## src/sv/page_bitmap_allocator_core_assert.svh

```systemverilog
// assertion macros shared by the allocator rtl
// both expect clk and rst in scope
`ifndef PAGE_BITMAP_ALLOCATOR_CORE_ASSERT_SVH
`define PAGE_BITMAP_ALLOCATOR_CORE_ASSERT_SVH

// same-cycle implication, disabled while in reset
`define PBA_ASSERT_IMP(lbl, ante, cons, msg) \
  lbl: assert property (@(posedge clk) disable iff (rst) (ante) |-> (cons)) \
    else $error(msg);

// next-cycle implication, disabled while in reset
`define PBA_ASSERT_NXT(lbl, ante, cons, msg) \
  lbl: assert property (@(posedge clk) disable iff (rst) (ante) |=> (cons)) \
    else $error(msg);

`endif

```

## src/sv/pba_pkg.sv

```systemverilog
`timescale 1ns / 1ps

package pba_pkg;

  // field widths
  localparam int PG_W   = 13;
  localparam int BYTE_W = PG_W - 3;
  localparam int FIRST_W = 12;
  localparam int CMD_W  = 2;
  localparam int ST_W   = 2;

  localparam int MAX_PAGES_DEF = 4096;
  localparam logic [PG_W-1:0] TOTAL_RESET = PG_W'(4096);

  typedef logic [PG_W-1:0]   page_t;
  typedef logic [BYTE_W-1:0] byte_idx_t;

  // command codes
  localparam logic [CMD_W-1:0] CMD_ALLOC   = 2'd0;
  localparam logic [CMD_W-1:0] CMD_FREE    = 2'd1;
  localparam logic [CMD_W-1:0] CMD_RESERVE = 2'd2;

  // status codes
  localparam logic [ST_W-1:0] ST_OK         = 2'd0;
  localparam logic [ST_W-1:0] ST_OOM        = 2'd1;
  localparam logic [ST_W-1:0] ST_TAKEN      = 2'd2;
  localparam logic [ST_W-1:0] ST_FREE_AGAIN = 2'd3;

  // what the byte unit does with one map byte
  typedef enum logic [1:0] {
    MODE_SEARCH,
    MODE_SET,
    MODE_RESERVE,
    MODE_CLEAR
  } bop_mode_t;

  typedef struct packed {
    byte_idx_t byte_idx;
    logic [7:0] data;
    bop_mode_t mode;
    page_t lo;
    page_t hi;
    page_t streak;
    page_t need;
  } bop_req_t;

  typedef struct packed {
    logic [7:0] data_new;
    page_t streak;
    logic found;
    page_t found_page;
    logic hit_taken;
    logic hit_free;
    logic [3:0] set_cnt;
    logic [3:0] clr_cnt;
  } bop_rsp_t;

endpackage

```

## src/sv/pba_byte_op.sv

```systemverilog
`timescale 1ns / 1ps

module pba_byte_op (
  input  pba_pkg::bop_req_t req,
  output pba_pkg::bop_rsp_t rsp
);

  import pba_pkg::*;

  // walk the eight pages of one map byte, lowest page first
  always_comb begin
    page_t p;
    page_t streak;
    logic stop;
    rsp = '0;
    rsp.data_new = req.data;
    streak = req.streak;
    stop = 1'b0;
    for (int b = 0; b < 8; b++) begin
      p = {req.byte_idx, 3'(b)};
      if (p >= req.lo && p < req.hi) begin
        case (req.mode)
          MODE_SEARCH: begin
            if (!rsp.found) begin
              if (req.data[b]) begin
                streak = '0;
              end else begin
                streak = streak + 1'b1;
                if (streak == req.need) begin
                  rsp.found = 1'b1;
                  rsp.found_page = p;
                end
              end
            end
          end
          MODE_SET: begin
            if (!req.data[b]) begin
              rsp.data_new[b] = 1'b1;
              rsp.set_cnt = rsp.set_cnt + 4'd1;
            end
          end
          MODE_RESERVE: begin
            if (!stop) begin
              if (req.data[b]) begin
                stop = 1'b1;
                rsp.hit_taken = 1'b1;
              end else begin
                rsp.data_new[b] = 1'b1;
                rsp.set_cnt = rsp.set_cnt + 4'd1;
              end
            end
          end
          default: begin
            // clear
            if (req.data[b]) begin
              rsp.clr_cnt = rsp.clr_cnt + 4'd1;
            end else begin
              rsp.hit_free = 1'b1;
            end
            rsp.data_new[b] = 1'b0;
          end
        endcase
      end
    end
    rsp.streak = streak;
  end

endmodule

```

## config.mk

```make
export PLATFORM = sky130hd
export DESIGN_NAME = pba_byte_op
export DESIGN_NICKNAME = d
export VERILOG_FILES = /design/src/sv/page_bitmap_allocator_core_assert.svh /design/src/sv/pba_pkg.sv /design/src/sv/pba_byte_op.sv
export SDC_FILE = /design/constraint.sdc
export NUM_CORES = 1
export LEC_CHECK = 0
export BUFFER_PORTS_ARGS = -buffer_cell sky130_fd_sc_hd__clkbuf_2
export CORE_ASPECT_RATIO = 1.4
export CORE_MARGIN = 1.5
export CORE_UTILIZATION = 48
export DETAILED_ROUTE_END_ITERATION = 10
export PLACE_DENSITY = 0.73
export SLEW_MARGIN = 25
export SYNTH_ARGS = -nofsm -noshare
export SYNTH_HDL_FRONTEND = slang
export SYNTH_SLANG_ARGS = --single-unit
```

## constraint.sdc

```tcl
create_clock -name vclk -period 27.3
set_input_delay 1.365 -clock vclk [all_inputs]
set_output_delay 1.365 -clock vclk [all_outputs]
set_load 0.005 [all_outputs]
```

==> results by group <==
Timing
  • Min Tclk post-route: about 17 ns
  • Final setup fails: 0
  • Final hold viol count: 0
  • Worst slew pin tran: 1.10 ns
  • Fin. max-slew vios: 0
  • Relative slew margins: 26.5%
  • Fin crit share: a little under two thirds
  • Setup_tns: 0 ns
  • RSZ-0062 raised after global routing: false
  • Fmax: 57.3 MHz

Synthesis
  • Yosys warnings: 0
  • Sequential area share after synthesis: 0%
  • Syn Inst Count: 1,613
  • Syn_nets: 1,733
  • Synth cell types: 124
  • Syn Area/Cell: between 6 and 7 sq um
  • Cell type with the largest total area after synthesis: xnor2_1
  • Synth top area share: 9.21%
  • Syn Std Cell Area: 10,600 sq um
  • Main area contributors after synthesis: xnor2_1, ha_1, a21oi_1, nand2_1, nor2_1

Die
  • Initial Utilization: 48.6%
  • Full die area: roughly 23,000 sq um
  • Core Rows: 64
  • Die H: 178 microns
  • Core ar.: 21,700 sq um
  • Die Wd: 128 microns
  • IO Pins: 117

Run
  • Max Cap Violations: 0

Setup path
  • Crit path DAT: 16.07 ns
  • Startpoint types: input port
  • Worst path top cell family by delay: simple AND/OR/NAND/NOR gates
  • CP Class: input port to output port
  • Critical path buffers and inverters: 6
  • Most frequent cell on the critical path: ha_1
  • Crit path max fanout: 15
  • Kind of end point of the critical path: output port
  • Critical-path top delay cell: or4_1
  • Worst Path Required: 25.93 ns
  • Critical Path Max Stage Delay: slightly below 0.9 ns

GRT
  • M2 GR Usage: 64.0%
  • First-pass GRT wire length: 66,700 microns
  • Grt total ovfl: 0
  • Total GRT Usage: a little over a third
  • GRT busiest layer: met2
  • Number of global-route vias before repair: 12,500
  • Met1 Resource Use GR: 41.4%
  • Initial antenna violation count: 1
  • Pin count of the biggest net entering global routing: 27
  • M3 GR Usage: 5.01%

Routing
  • Vias post-DR: 13,700
  • Drt total wl: 43,700 microns
  • Via density: 7.11
  • DR pass1 iterations: 6
  • WL/cell: 22.6 microns
  • Initial drt markers: 1,663
  • Post-route DRC violation count: 0
  • ANT nets after route: 0

Clock tree
  • Post-CTS sizing: 0
  • Post CTS Setup Buffer Count: 0
  • CTS Hold Bufs: 0

Finish
  • Final sequential cell count: 0
  • Ratio of cells with drive above 1 in the final layout: 13.6%
  • Clock buffers: 0
  • Final Net Count: 1,757
  • Storage element area: 0 sq um
  • Post-synthesis to final-layout area growth: 5.52%

Hold path
  • HP Class: input port to output port

Placed design
  • Post-detailed-placement half-perimeter wirelength: around 34,000 microns
  • IO Port Bufs: 117
  • Final RePlAce weighted congestion: 1.06

Run status
  • Status: finished, final reports clean
==> worst min-delay path: cells and delay by family <==
kind,cells,cell delay [ns]
compound gates,1,0.12
buf+inv,2,0.21
==> placed cells by master (no fill, tap or decap), types with 10 or more instances in the layout <==
master / n
o211ai_1: 18
nand3_1: 76
o31ai_1: 15
a211o_1: 13
nor2_1: 133
a31oi_1: 39
clkbuf_2: 117
o21ai_0: 85
and2_1: 24
a22oi_1: 10
nand4_1: 45
inv_1: 64
or3_1: 21
and4_1: 13
and3_1: 42
nand3b_1: 10
a211oi_1: 16
o22ai_1: 21
a21oi_1: 106
a2111oi_0: 11
o21a_1: 10
ha_1: 48
nor3_1: 59
xnor2_1: 111
nand2_1: 137
o21ai_1: 10
nor4_1: 20
a21o_1: 20
xor2_1: 26
nor2b_1: 16
o31a_1: 11
mux2i_1: 12
==> stage by stage <==
stage,area [sq um],hold WS (ns),cells,worst slack [ns],util [%]
floorplan,10600,2.85,1613,12.49,-
global placement,11100,3.07,1932,10.79,51.2
detailed placement,11100,3.07,1932,10.21,51.3
CTS,11100,3.07,1932,10.19,51.3
global route,11100,3.08,1932,8.73,51.3
finish,11100,3.07,1933,9.86,51.3
==> kinds of logic (layout without fill, tap and decap cells) <==
| logic type | after synthesis | after routing | synth area share [%] |
|---|---|---|---|
| simple gates | 684 | 684 | 35.6 |
| compound gates | 548 | 548 | 37.9 |
| buf+inv | 171 | 193 | 6.58 |
| xor+xnor | 140 | 140 | 12.0 |
| fa+ha+maj | 48 | 48 | 5.69 |
| mux | 22 | 22 | 2.23 |
| other cells | 0 | 1 | 0 |
==> path summary, 6_finish.rpt <==
check,from,to,slack (ns),cells after the start
hold / removal,req[65],rsp[16],3.07,3
setup / recovery,req[63],rsp[14],9.86,49
==> area by class of cell <==
cell class | instances | area, sq um
antenna | 1 | 2.50
fill | 2237 | 10600
inverter | 71 | 267
multi-input combinational | 1442 | 9870
tap | 297 | 372
timing repair buffer | 122 | 623
==> cell usage after synthesis, types with 7 or more instances <==
cell / instances
nand2_1: 137
nor2_1: 133
xnor2_1: 111
a21oi_1: 106
o21ai_0: 85
nand3_1: 76
clkbuf_1: 71
inv_1: 64
nor3_1: 59
ha_1: 48
nand4_1: 45
and3_1: 42
a31oi_1: 39
xor2_1: 26
and2_1: 24
buf_2: 21
nor4_1: 21
o22ai_1: 21
or3_1: 21
a21o_1: 20
o211ai_1: 18
a211oi_1: 16
nor2b_1: 16
o31ai_1: 15
a211o_1: 13
and4_1: 13
mux2i_1: 12
a2111oi_0: 11
o31a_1: 11
a22oi_1: 10
nand3b_1: 10
o21a_1: 10
o21ai_1: 10
a22o_1: 9
mux2_2: 9
o41ai_1: 9
or2_2: 9
or4_1: 9
a31o_2: 8
o211a_1: 8
nand2b_1: 7
nor3b_1: 7
o2111ai_1: 7
==> layer usage <==
| metal | vias to the layer above | part of all wire (%) | wire (microns) |
|---|---|---|---|
| met5 | - | 0 | 0 |
| met4 | 0 | 7.9 | 3450 |
| met3 | 238 | 9.0 | 3950 |
| met2 | 844 | 47 | 20700 |
| met1 | 6381 | 36 | 15600 |
| li1 | 6271 | - | - |
